**src/hw/rtl/thtmp_pkg.sv**
```systemverilog
`timescale 1ns / 1ps

package thtmp_pkg;

    // Fixed table and arithmetic widths
    localparam int C_NPOINTS  = 25;
    localparam int C_LAST_SEG = C_NPOINTS - 2;
    localparam int C_RES_W    = 21;   // resistance in 0.1 ohm, up to the cold end
    localparam int C_IDX_W    = 5;
    localparam int C_DEN_W    = 19;   // widest segment span
    localparam int C_X_W      = 28;   // step times resistance offset into a segment
    localparam int C_Q_W      = 9;    // fraction of a step, 0..500
    localparam int C_TEMP_W   = 15;
    localparam int C_STEP     = 500;
    localparam int C_COLD     = -2000;
    localparam int C_HOT      = 10000;
    localparam int C_R_OFFSET = 100000;

    typedef enum logic [2:0] {
        L_IDLE,
        L_DIV,
        L_RANGE,
        L_SCAN,
        L_SETUP,
        L_FRAC,
        L_FIN,
        L_DONE
    } t_lane_state;

    // Lane status toward the merge stage
    typedef struct packed {
        logic                        busy;
        logic                        done;
        logic signed [C_TEMP_W-1:0] temp;
    } t_lane_stat;

    // Thermistor resistance at each 5 C point, -20 C first, in 0.1 ohm
    function automatic logic [C_RES_W-1:0] res_at(input logic [C_IDX_W-1:0] idx);
        logic [C_RES_W-1:0] v;
        case (idx)
            5'd0:    v = 21'd1146600;
            5'd1:    v = 21'd845100;
            5'd2:    v = 21'd629270;
            5'd3:    v = 21'd470770;
            5'd4:    v = 21'd355630;
            5'd5:    v = 21'd271190;
            5'd6:    v = 21'd208600;
            5'd7:    v = 21'd162040;
            5'd8:    v = 21'd126830;
            5'd9:    v = 21'd100000;
            5'd10:   v = 21'd79420;
            5'd11:   v = 21'd63270;
            5'd12:   v = 21'd50740;
            5'd13:   v = 21'd41030;
            5'd14:   v = 21'd33360;
            5'd15:   v = 21'd27240;
            5'd16:   v = 21'd22370;
            5'd17:   v = 21'd18460;
            5'd18:   v = 21'd15300;
            5'd19:   v = 21'd12750;
            5'd20:   v = 21'd10680;
            5'd21:   v = 21'd8993;
            5'd22:   v = 21'd7607;
            5'd23:   v = 21'd6452;
            5'd24:   v = 21'd5494;
            default: v = '0;
        endcase
        return v;
    endfunction

endpackage

```
**src/hw/rtl/thtmp_merge.sv**
```systemverilog
`timescale 1ns / 1ps

module thtmp_merge
    import thtmp_pkg::*;
(
    input  logic                        i_clk,
    input  logic                        i_rst_n,
    input  t_lane_stat                  i_first,
    input  t_lane_stat                  i_second,
    input  logic                        i_stall,
    output logic                        o_ack,
    output logic                        o_valid,
    output logic signed [C_TEMP_W-1:0]  o_temp_first,
    output logic signed [C_TEMP_W-1:0]  o_temp_second
);

    logic                        r_valid;
    logic signed [C_TEMP_W-1:0]  r_temp_first;
    logic signed [C_TEMP_W-1:0]  r_temp_second;

    // Take both lanes once they finish and the output slot is free
    assign o_ack = i_first.done && i_second.done && (!r_valid || !i_stall);

    always_ff @(posedge i_clk) begin
        if (!i_rst_n) begin
            r_valid <= 1'b0;
        end else if (o_ack) begin
            r_valid <= 1'b1;
        end else if (!i_stall) begin
            r_valid <= 1'b0;
        end
    end

    // Hold the beat while stalled
    always_ff @(posedge i_clk) begin
        if (o_ack) begin
            r_temp_first  <= i_first.temp;
            r_temp_second <= i_second.temp;
        end
    end

    assign o_valid       = r_valid;
    assign o_temp_first  = r_temp_first;
    assign o_temp_second = r_temp_second;

endmodule
```
**config.mk**
```make
export PLATFORM = sky130hd
export DESIGN_NAME = thtmp_merge
export DESIGN_NICKNAME = d
export VERILOG_FILES = /design/src/hw/rtl/thtmp_pkg.sv /design/src/hw/rtl/thtmp_merge.sv
export SDC_FILE = /design/constraint.sdc
export NUM_CORES = 1
export LEC_CHECK = 0
export BUFFER_PORTS_ARGS = -buffer_cell sky130_fd_sc_hd__clkbuf_2
export CAP_MARGIN = 30
export CORE_ASPECT_RATIO = 0.6
export CORE_MARGIN = 3
export CORE_UTILIZATION = 30
export DETAILED_ROUTE_END_ITERATION = 12
export PLACE_DENSITY_LB_ADDON = 0.05
export REMOVE_ABC_BUFFERS = 1
export SLEW_MARGIN = 40
export SYNTH_ARGS = -nofsm -noshare
export SYNTH_HDL_FRONTEND = slang
export SYNTH_SLANG_ARGS = --single-unit
```
**constraint.sdc**
```tcl
create_clock -name i_clk -period 4.55 [get_ports i_clk]
set_input_delay 1.1375 -clock i_clk [delete_from_list [all_inputs] [get_ports i_clk]]
set_output_delay 1.1375 -clock i_clk [all_outputs]
set_load 0.02 [all_outputs]
```
==> summary.md <==
| Metric | Value |
|---|---|
| Status | finished clean |
| Non-Filler Instances | 152 |
| Tmin final | 2.80 ns |
| Num Clock Sinks | 31 |
| Fillcell total | 277 |
| Simple-Gate Fraction of Synth Area | 0.00795 |
| Skew final | 0.00320 ns |
| Vias in the first global route | 566 |
| # DRC | 0 |
| Adder-Cell Fraction of Synth Area | 0 |
| Layout cells sized above 1 | 0.673 |
| CP top delay family | buffers and inverters |
| Pleak | 0.618 nW |
| CP Max Fanout | 2 |
| Buf/Inv on CP | 2 |
| Vias | 581 |
| Grt ovf | 0 |
| Critical path required time | 3.41 ns |
| Cts-stage hold buffer count | 0 |
| # diodes | 0 |
| Mapped Cells | 35 |
| Final Slew Violations | 0 |
| Post-synth cell types | 5 |
| CP Cell Sequence | clkbuf_2 > nand2_1 > a21oi_4 > clkbuf_2 |
| RSZ-0062 raised after global routing | no |
| Final Util | 0.484 |
| Row cnt | 15 |
| Maximum root-to-sink buffer count | 2 |
| CTS tree | yes |
| Kind of critical path | in2out |
| Vias/cell | 3.82 |
| Synth Register Bits | 31 |
| Largest stage delay on the critical path | 0.20 ns |
| IO Count | 69 |
| Postcts setup bufs | 0 |
| Critical Path Most Common Cell | clkbuf_2 |
| Peak Freq | 357 MHz |
| First-pass GRT wire length | 2730 um |
| WL per Instance | 11.8 um |
| Setup violations, final | 0 |
| Num CTS Buffers | 5 |
| Total core area | between 2000 and 3000 sq um |
| CP arrival | roughly 1.7 ns |
| Tightest Pin Transition | 0.368 ns |
| Die outline width | 78.4 um |
| Headroom to the max-slew limit | 0.755 |
| Antenna-violating nets left | 0 |
| Final hold violation count | 0 |
| Largest family of logic cells by synthesized area | compound AO/OA/AOI/OAI gates |
| Initial antenna violation count | 0 |
| Startpoint types | input port |
| Slowest cell on crit path | clkbuf_2 |
| HP Class | reg2reg |
| Total wire length | approximately 1800 um |
| DIE AREA | 3880 sq um |
| Synth Area in Compound Gates | 0.0172 |
| First-pass DRT Iterations | 4 |
| Worst setup EP type | output port |
| Highest routed layer | met4 |
| Met3 WL | ~170 um |
| CTS clk-pin slew, worst paths | roughly 0.060 ns |
| DRT met1 WL | between 600 and 700 um |
| Placed insts | roughly 140 |
| Worst skew pair latency | around 0.27 ns |
| Post-synthesis sequential area ratio | 0.975 |
| Total track usage | 0.0972 |
| Xor-xnor portion of the synthesized cell area | 0 |
| Max-cap violations | 0 |
| Setup TNS | 0 ns |
| Routability cong. | 0.673 |
| Port Buffers | between 60 and 70 |
| Final Cycle Share | 0.616 |
| Post-synthesis cell area | 945 sq um |
| Chip height | 49.5 um |
| Area Overhead vs Synth | 51.0% |
| Initial Util | 0.321 |
| Largest net degree at the start of global routing | 31 |
| Metal2 WL | 914 um |
| Maximum VDD drop | 0.000203 V |
| Syn avg cell area | between 20 and 30 sq um |
| Fin nets | 146 |
| Multiplexer share of the synthesized area | 0 |
| Post-CTS sizing | 0 |
| Cell area power density | 403 nW/um^2 |
| CTS Root Cell | clkbuf_8 |
| Initial DRC Count | 21 |
| CTS H-tree lvls | 2 |
| Yosys warning total | 0 |
synthesized netlist by cell type:
master	n	area (sq um)
a21boi_2	1	11.3
a21oi_1	1	5.00
dfxtp_1	1	20.0
edfxtp_1	30	901
nand2_1	2	7.51
cell usage in the layout, fill, tap and decap left out:
| cell | synthesis | final |
|---|---|---|
| dfxtp_1 | 1 | 1 |
| buf_4 | 0 | 1 |
| a21oi_4 | 0 | 1 |
| clkbuf_8 | 0 | 5 |
| clkbuf_2 | 0 | 66 |
| clkbuf_1 | 0 | 3 |
| edfxtp_1 | 30 | 30 |
| a21boi_2 | 1 | 1 |
| nand2_1 | 2 | 2 |
flip-flops by register name, indices dropped and copies added (netlist names):
name / count
o_temp_second: 15
o_valid: 1
o_temp_first: 15
cell families (layout without fill, tap and decap cells):
| family | count (synthesis) | count (layout) |
|---|---|---|
| flops | 31 | 31 |
| compound gates | 2 | 2 |
| simple gates | 2 | 2 |
| buf+inv | 0 | 75 |
stage by stage:
step                      hold slack [ns]  cell area (sq um)  setup WS (ns)  total power [mW]
final                               0.512               1430           1.75             0.574
after detailed placement            0.510               1350           1.74             0.387
after floorplan                     0.551                945          0.425             0.359
after global routing                0.535               1430           1.71             0.600
after global placement              0.499               1350           1.74             0.386
after CTS                           0.517               1430           1.74             0.585
final timing paths:
kind | cells after the start | slack, ns | to | from
hold / removal | 2 | 0.51 | o_valid$_SDFFE_PN0P_ | o_valid$_SDFFE_PN0P_
hold reg to reg | 2 | 0.51 | o_valid$_SDFFE_PN0P_ | o_valid$_SDFFE_PN0P_
setup / recovery | 4 | 1.75 | o_ack | i_first[15]
setup reg to reg | 2 | 3.35 | o_temp_first[3]$_DFFE_PP_ | o_valid$_SDFFE_PN0P_
routing by layer:
| layer | up-vias | global-route usage |
|---|---|---|
| li1 | 285 | - |
| met1 | 260 | 0.109 |
| met2 | 34 | 0.153 |
| met3 | 2 | 0.0420 |
| met4 | 0 | 0.0610 |
| met5 | - | 0 |
area by class of cell:
class / instances / area, sq um / share of cell area
Sequential cell: 31 / 921 / 0.646
Clock buffer: 8 / 80.1 / 0.0561
Timing Repair Buffer: 67 / 338 / 0.237
Multi-Input combinational cell: 4 / 35.0 / 0.0246
Tap cell: 42 / 52.6 / 0.0368
where the power goes:
group          total (mW)  switching (mW)  leakage, nW  internal [mW]
Sequential          0.331         0.00323        0.289          0.328
Combinational      0.0485          0.0294        0.289         0.0191
Clock               0.195          0.0863       0.0395          0.108
tightest hold or removal path, delay by kind of cell, from the launching register on:
kind,cells,cell delay [ns]
flip-flops,1,0.34
AND/OR/NAND/NOR,1,0.08
AO/OA/AOI/OAI,1,0.05
Power figures use the tool's default switching activity.
