$ cat config.mk
export PLATFORM = sky130hd
export DESIGN_NAME = thtmp_lane
export DESIGN_NICKNAME = d
export VERILOG_FILES = /design/src/hw/rtl/thtmp_pkg.sv /design/src/hw/rtl/thtmp_lane.sv
export SDC_FILE = /design/constraint.sdc
export NUM_CORES = 1
export LEC_CHECK = 0
export ABC_AREA = 1
export CAP_MARGIN = 5
export CORE_MARGIN = 8
export CORE_UTILIZATION = 65
export CTS_BUF_LIST = sky130_fd_sc_hd__clkbuf_4 sky130_fd_sc_hd__clkbuf_8
export CTS_CLUSTER_SIZE = 10
export DETAILED_ROUTE_END_ITERATION = 6
export DONT_BUFFER_PORTS = 1
export PLACE_DENSITY_LB_ADDON = 0.12
export SLEW_MARGIN = 25
export SYNTH_ARGS = -nofsm -noshare
export SYNTH_HDL_FRONTEND = slang
export SYNTH_SLANG_ARGS = --single-unit
$ cat constraint.sdc
create_clock -name i_clk -period 8.32 [get_ports i_clk]
set_input_delay 1.664 -clock i_clk [delete_from_list [all_inputs] [get_ports i_clk]]
set_output_delay 1.664 -clock i_clk [all_outputs]
set_load 0.02 [all_outputs]
$ cat src/hw/rtl/thtmp_pkg.sv
`timescale 1ns / 1ps

package thtmp_pkg;

    // Fixed table and arithmetic widths
    localparam int C_NPOINTS  = 25;
    localparam int C_LAST_SEG = C_NPOINTS - 2;
    localparam int C_RES_W    = 21;   // resistance in 0.1 ohm, up to the cold end
    localparam int C_IDX_W    = 5;
    localparam int C_DEN_W    = 19;   // widest segment span
    localparam int C_X_W      = 28;   // step times resistance offset into a segment
    localparam int C_Q_W      = 9;    // fraction of a step, 0..500
    localparam int C_TEMP_W   = 15;
    localparam int C_STEP     = 500;
    localparam int C_COLD     = -2000;
    localparam int C_HOT      = 10000;
    localparam int C_R_OFFSET = 100000;

    typedef enum logic [2:0] {
        L_IDLE,
        L_DIV,
        L_RANGE,
        L_SCAN,
        L_SETUP,
        L_FRAC,
        L_FIN,
        L_DONE
    } t_lane_state;

    // Lane status toward the merge stage
    typedef struct packed {
        logic                        busy;
        logic                        done;
        logic signed [C_TEMP_W-1:0] temp;
    } t_lane_stat;

    // Thermistor resistance at each 5 C point, -20 C first, in 0.1 ohm
    function automatic logic [C_RES_W-1:0] res_at(input logic [C_IDX_W-1:0] idx);
        logic [C_RES_W-1:0] v;
        case (idx)
            5'd0:    v = 21'd1146600;
            5'd1:    v = 21'd845100;
            5'd2:    v = 21'd629270;
            5'd3:    v = 21'd470770;
            5'd4:    v = 21'd355630;
            5'd5:    v = 21'd271190;
            5'd6:    v = 21'd208600;
            5'd7:    v = 21'd162040;
            5'd8:    v = 21'd126830;
            5'd9:    v = 21'd100000;
            5'd10:   v = 21'd79420;
            5'd11:   v = 21'd63270;
            5'd12:   v = 21'd50740;
            5'd13:   v = 21'd41030;
            5'd14:   v = 21'd33360;
            5'd15:   v = 21'd27240;
            5'd16:   v = 21'd22370;
            5'd17:   v = 21'd18460;
            5'd18:   v = 21'd15300;
            5'd19:   v = 21'd12750;
            5'd20:   v = 21'd10680;
            5'd21:   v = 21'd8993;
            5'd22:   v = 21'd7607;
            5'd23:   v = 21'd6452;
            5'd24:   v = 21'd5494;
            default: v = '0;
        endcase
        return v;
    endfunction

endpackage

$ cat src/hw/rtl/thtmp_lane.sv
`timescale 1ns / 1ps

module thtmp_lane
    import thtmp_pkg::*;
#(
    parameter int ADC_BITS = 12
) (
    input  logic                i_clk,
    input  logic                i_rst_n,
    input  logic                i_start,
    input  logic [ADC_BITS-1:0] i_sample,
    input  logic                i_ack,
    output t_lane_stat          o_stat
);

    localparam int DW = ADC_BITS + 17;
    localparam int CW = $clog2(DW);
    localparam logic [DW-1:0] C_DIVIDEND =
        DW'(64'(C_R_OFFSET) * ((64'(1) << ADC_BITS) - 64'(1)));

    t_lane_state                 r_state, n_state;
    logic [ADC_BITS-1:0]         r_div, n_div;
    logic [ADC_BITS:0]           r_rem, n_rem;
    logic [DW-1:0]               r_quo, n_quo;
    logic [CW-1:0]               r_cnt, n_cnt;
    logic [C_RES_W-1:0]          r_res, n_res;
    logic [C_IDX_W-1:0]          r_idx, n_idx;
    logic [C_DEN_W-1:0]          r_den, n_den;
    logic [C_X_W-1:0]            r_x, n_x;
    logic [C_Q_W-1:0]            r_q, n_q;
    logic signed [C_TEMP_W-1:0]  r_temp, n_temp;

    logic [ADC_BITS:0]           w_trial;
    logic                        w_div_ge;
    logic [DW-1:0]               w_diff;
    logic [C_X_W-1:0]            w_shift;
    logic signed [15:0]          w_base;
    logic signed [15:0]          w_sum;

    // Shared datapath terms
    always_comb begin
        w_trial  = {r_rem[ADC_BITS-1:0], C_DIVIDEND[r_cnt]};
        w_div_ge = (w_trial >= {1'b0, r_div});
        w_diff   = r_quo - DW'(C_R_OFFSET);
        w_shift  = C_X_W'(r_den) << r_cnt;
        w_base   = 16'(C_COLD + C_STEP * int'(r_idx));
        w_sum    = w_base + 16'(r_q);
    end

    // Next state and datapath
    always_comb begin
        n_state = r_state;
        n_div   = r_div;
        n_rem   = r_rem;
        n_quo   = r_quo;
        n_cnt   = r_cnt;
        n_res   = r_res;
        n_idx   = r_idx;
        n_den   = r_den;
        n_x     = r_x;
        n_q     = r_q;
        n_temp  = r_temp;
        case (r_state)
            L_IDLE: begin
                if (i_start) begin
                    n_div = i_sample;
                    n_rem = '0;
                    n_quo = '0;
                    n_cnt = CW'(DW - 1);
                    if (i_sample == '0) begin
                        n_temp  = C_TEMP_W'(C_COLD);
                        n_state = L_DONE;
                    end else begin
                        n_state = L_DIV;
                    end
                end
            end
            // Restoring divide of the full-scale constant by the sample, one bit a cycle
            L_DIV: begin
                n_rem = w_div_ge ? (w_trial - {1'b0, r_div}) : w_trial;
                n_quo = {r_quo[DW-2:0], w_div_ge};
                n_cnt = r_cnt - CW'(1);
                if (r_cnt == '0) begin
                    n_state = L_RANGE;
                end
            end
            // Drop the series resistor and clamp at the table ends
            L_RANGE: begin
                n_idx = '0;
                if (r_quo < DW'(C_R_OFFSET)) begin
                    n_temp  = C_TEMP_W'(C_HOT);
                    n_state = L_DONE;
                end else if (w_diff >= DW'(res_at('0))) begin
                    n_temp  = C_TEMP_W'(C_COLD);
                    n_state = L_DONE;
                end else if (w_diff <= DW'(res_at(C_IDX_W'(C_NPOINTS - 1)))) begin
                    n_temp  = C_TEMP_W'(C_HOT);
                    n_state = L_DONE;
                end else begin
                    n_res   = C_RES_W'(w_diff);
                    n_state = L_SCAN;
                end
            end
            // Walk the table to the first segment holding the resistance
            L_SCAN: begin
                if (r_res >= res_at(r_idx + C_IDX_W'(1))) begin
                    n_state = L_SETUP;
                end else if (r_idx == C_IDX_W'(C_LAST_SEG)) begin
                    n_temp  = '0;
                    n_state = L_DONE;
                end else begin
                    n_idx = r_idx + C_IDX_W'(1);
                end
            end
            L_SETUP: begin
                n_den   = C_DEN_W'(res_at(r_idx) - res_at(r_idx + C_IDX_W'(1)));
                n_x     = C_X_W'(C_X_W'(C_STEP) * C_X_W'(res_at(r_idx) - r_res));
                n_q     = '0;
                n_cnt   = CW'(C_Q_W - 1);
                n_state = L_FRAC;
            end
            // Fraction of a step: quotient stays within nine bits
            L_FRAC: begin
                if (r_x >= w_shift) begin
                    n_x = r_x - w_shift;
                end
                n_q   = {r_q[C_Q_W-2:0], (r_x >= w_shift)};
                n_cnt = r_cnt - CW'(1);
                if (r_cnt == '0) begin
                    n_state = L_FIN;
                end
            end
            // Truncate toward zero: a negative result with a remainder rounds up
            L_FIN: begin
                if (w_sum < 0 && r_x != '0) begin
                    n_temp = C_TEMP_W'(w_sum + 16'sd1);
                end else begin
                    n_temp = C_TEMP_W'(w_sum);
                end
                n_state = L_DONE;
            end
            L_DONE: begin
                if (i_ack) begin
                    n_state = L_IDLE;
                end
            end
            default: n_state = L_IDLE;
        endcase
    end

    always_ff @(posedge i_clk) begin
        if (!i_rst_n) begin
            r_state <= L_IDLE;
        end else begin
            r_state <= n_state;
        end
    end

    always_ff @(posedge i_clk) begin
        r_div  <= n_div;
        r_rem  <= n_rem;
        r_quo  <= n_quo;
        r_cnt  <= n_cnt;
        r_res  <= n_res;
        r_idx  <= n_idx;
        r_den  <= n_den;
        r_x    <= n_x;
        r_q    <= n_q;
        r_temp <= n_temp;
    end

    assign o_stat.busy = (r_state != L_IDLE);
    assign o_stat.done = (r_state == L_DONE);
    assign o_stat.temp = r_temp;

endmodule

==> metrics.txt <==
status=finished, final reports clean; Vias=17040; min-delay src=r_quo[2]; reg2reg setup slack=1.50 ns; Starting DRT DRC Count=1496; number of synthesized flops with an enable pin=155; Final Wtd Congestion=0.9603; min Tclk post-route=6.817 ns; Synth Cell Area=19430 um^2; final net count=2835; unrepaired setup endpoints after global routing=no; CTS Hold Bufs=0; area grow syn2layout=4.057%; fmax=0.1467 GHz; Synth Register Bits=180; Crit Path Category=reg -> reg; Netlist cell types=78; Initial Utilization=65.73%; Cell Rows=63; multiplexer area fraction after synthesis=0.1030%; Core ar.=29560 um^2; crit path buf inv count=7; number of diodes=0; main flop type after synthesis=edfxtp_1; Detailed Route WL=50.20 mm; DR WL/cell=17.17 um; GRT Residual Overflow=0; synthesized area per cell=7.667 um^2; Slew Limit Fails=0; final hold viol count=0; Tcrit/Tclk final=81.94%; HP Class=reg -> reg; compound-cell area share of the yosys netlist=14.38%; CP startpoint=r_res[7]; post-route ant nets=0; Total Routing Usage GR=28.05%; Max-Cap Viols=0; Post-CTS Setup Inserts=0; clock sinks=180; vias in the first global route=16020; fraction of layout cells with a size suffix above 1=5.367%; CP max FO=5; CP required=8.60 ns; Post-Synth Simple-Gate Area=22.51%; clock root cell=clkbuf_8; die height=188.9 um; H-tree depth reported by CTS=4; DR pass1 iterations=6; Worst path top cell family by delay=adder cells; Fillers=2522; Via-to-Cell Ratio=5.827; initial antenna violation count=1; Post-Synth Adder-Cell Area=22.51%; TritonCTS clock tree=done; first-pass GRT wire length=81.48 mm; PortBufs=0; Hold Slack=0.5692 ns; largest net degree at the start of global routing=42; Crit path largest cell delay=0.56 ns; CP max-delay cell=fa_1; cts bufs inserted=17; Clock Skew=0.02025 ns; CP arrival=7.09 ns; setup TNS after final layout=0 ns; CP most frequent cell=inv_1; DP HPWL=40.70 mm; Synth Instances=2534; Synth Area in XOR/XNOR=4.360%; maximum buffer depth of the clock tree=2; Worst-Skew Late Latency=0.52 ns; sequential share of the synthesized area=26.53%; post-CTS sizing=0; Reg2Reg Launch Point=r_res[7]; Chip Width=188.9 um; Worst setup EP type=register; type of origin of the critical path=register; Rel. slew slack=27.99%; Worst-Margin Slew=1.076 ns; Post-Syn Nets=2848; Async SR Flop Fraction=0%; Setup Viol. Count Final=0; io pins=33; largest family of logic cells by synthesized area=adder cells; die area=35680 um^2; clk slew on worst S/H paths=0.12 ns; Yosys warnings=0; DRC Markers=0
## cells by family (layout without fill, tap and decap cells)
logic type / after synthesis / in the layout
XOR/XNOR: 92 / 92
adder cells (fa/ha/maj): 298 / 298
AO/OA/AOI/OAI: 492 / 492
multiplexers: 2 / 2
flip-flops: 180 / 180
buffers and inverters: 478 / 478
AND/OR/NAND/NOR: 992 / 992
## per-layer routing
layer | wire length (um) | track usage [%] | part of all wire [%] | vias up
li1 | - | - | - | 8367
met1 | 22360 | 37.72 | 45 | 7895
met2 | 22370 | 44.34 | 45 | 655
met3 | 3108 | 3.974 | 6.2 | 122
met4 | 2357 | 13.02 | 4.7 | 0
met5 | 0 | 0 | 0 | -
## cell usage in the layout (no fill, tap or decap), types with 4 or more instances in the layout
cell type,count
o22ai_1,13
ha_1,212
nor4_1,16
clkbuf_8,18
nor2_1,216
xnor2_1,37
or2_2,8
o31ai_1,4
a211oi_1,7
inv_1,420
nor3_1,35
nand4_1,28
nand2_2,15
nor2_2,11
fa_1,86
inv_2,8
a21oi_1,186
a21o_1,8
buf_4,10
o21a_1,8
inv_8,6
inv_4,4
a31oi_1,13
nand2_1,515
nand3_1,108
o211ai_1,14
edfxtp_1,155
xor2_1,51
nand2_4,7
o21ai_0,165
nand3_2,4
nand3b_1,8
o21ai_1,22
dfxtp_1,25
o21bai_1,12
o21ai_2,7
## synthesized netlist by cell type, types with 6 or more instances
cell,n,area (um^2)
o21a_1,8,60.06
nor2_1,216,810.8
buf_2,6,30.03
edfxtp_1,155,4654
o21ai_2,6,52.55
nand3b_1,8,60.06
o21ai_1,22,110.1
a21o_1,8,60.06
nand3_1,108,540.5
nand2_4,7,78.83
a21oi_1,186,930.9
nor2_2,11,68.82
nand2_2,15,93.84
nor4_1,16,100.1
nand2_1,515,1933
clkbuf_1,27,101.4
nor3_1,35,175.2
inv_2,7,26.28
a31oi_1,13,81.33
xor2_1,51,446.7
or2_2,8,50.05
xnor2_1,37,324.1
a211oi_1,7,52.55
fa_1,86,1722
inv_1,421,1580
buf_6,6,67.56
dfxtp_1,25,500.5
o21bai_1,12,90.09
ha_1,212,2653
o211ai_1,14,105.1
nand4_1,28,175.2
o22ai_1,13,81.33
o21ai_0,167,835.8
## path summary, 6_finish.rpt
path | to | cells after the start
min reg2reg | r_res[2] | 0
max reg2reg | r_x[27] | 33
min | r_res[2] | 0
max | r_x[27] | 33
## cell type report
cell class / count / area, um^2 / area share, %
Sequential cell: 180 / 5155 / 25.50
Timing Repair Buffer: 10 / 75.07 / 0.3713
Clock buffer: 18 / 247.7 / 1.225
Multi-Input combinational cell: 1876 / 12430 / 61.49
Clock inverter: 14 / 167.7 / 0.8293
Inverter: 436 / 1652 / 8.169
Tap cell: 390 / 488.0 / 2.414
## stage by stage
step,cells,setup slack [ns],instance area [um^2],utilization [%]
global route,2924,0.9365,20220,68.39
global placement,2892,1.724,19800,66.99
detailed placement,2892,1.561,19800,66.99
finish,2924,1.503,20220,68.39
CTS,2924,1.510,20220,68.39
floorplan,2534,2.270,19430,-
## worst register-to-register path, delay by kind of cell (launching register included)
family,cells,cell delay (ns)
AO/OA/AOI/OAI,7,1.15
buffers and inverters,7,0.54
adder cells (fa/ha/maj),6,2.85
flip-flops,1,0.38
AND/OR/NAND/NOR,13,1.67
Power is left out: the tool's default activity adds up to more than one toggle a clock period on the data nets, which glitch-free logic cannot reach.
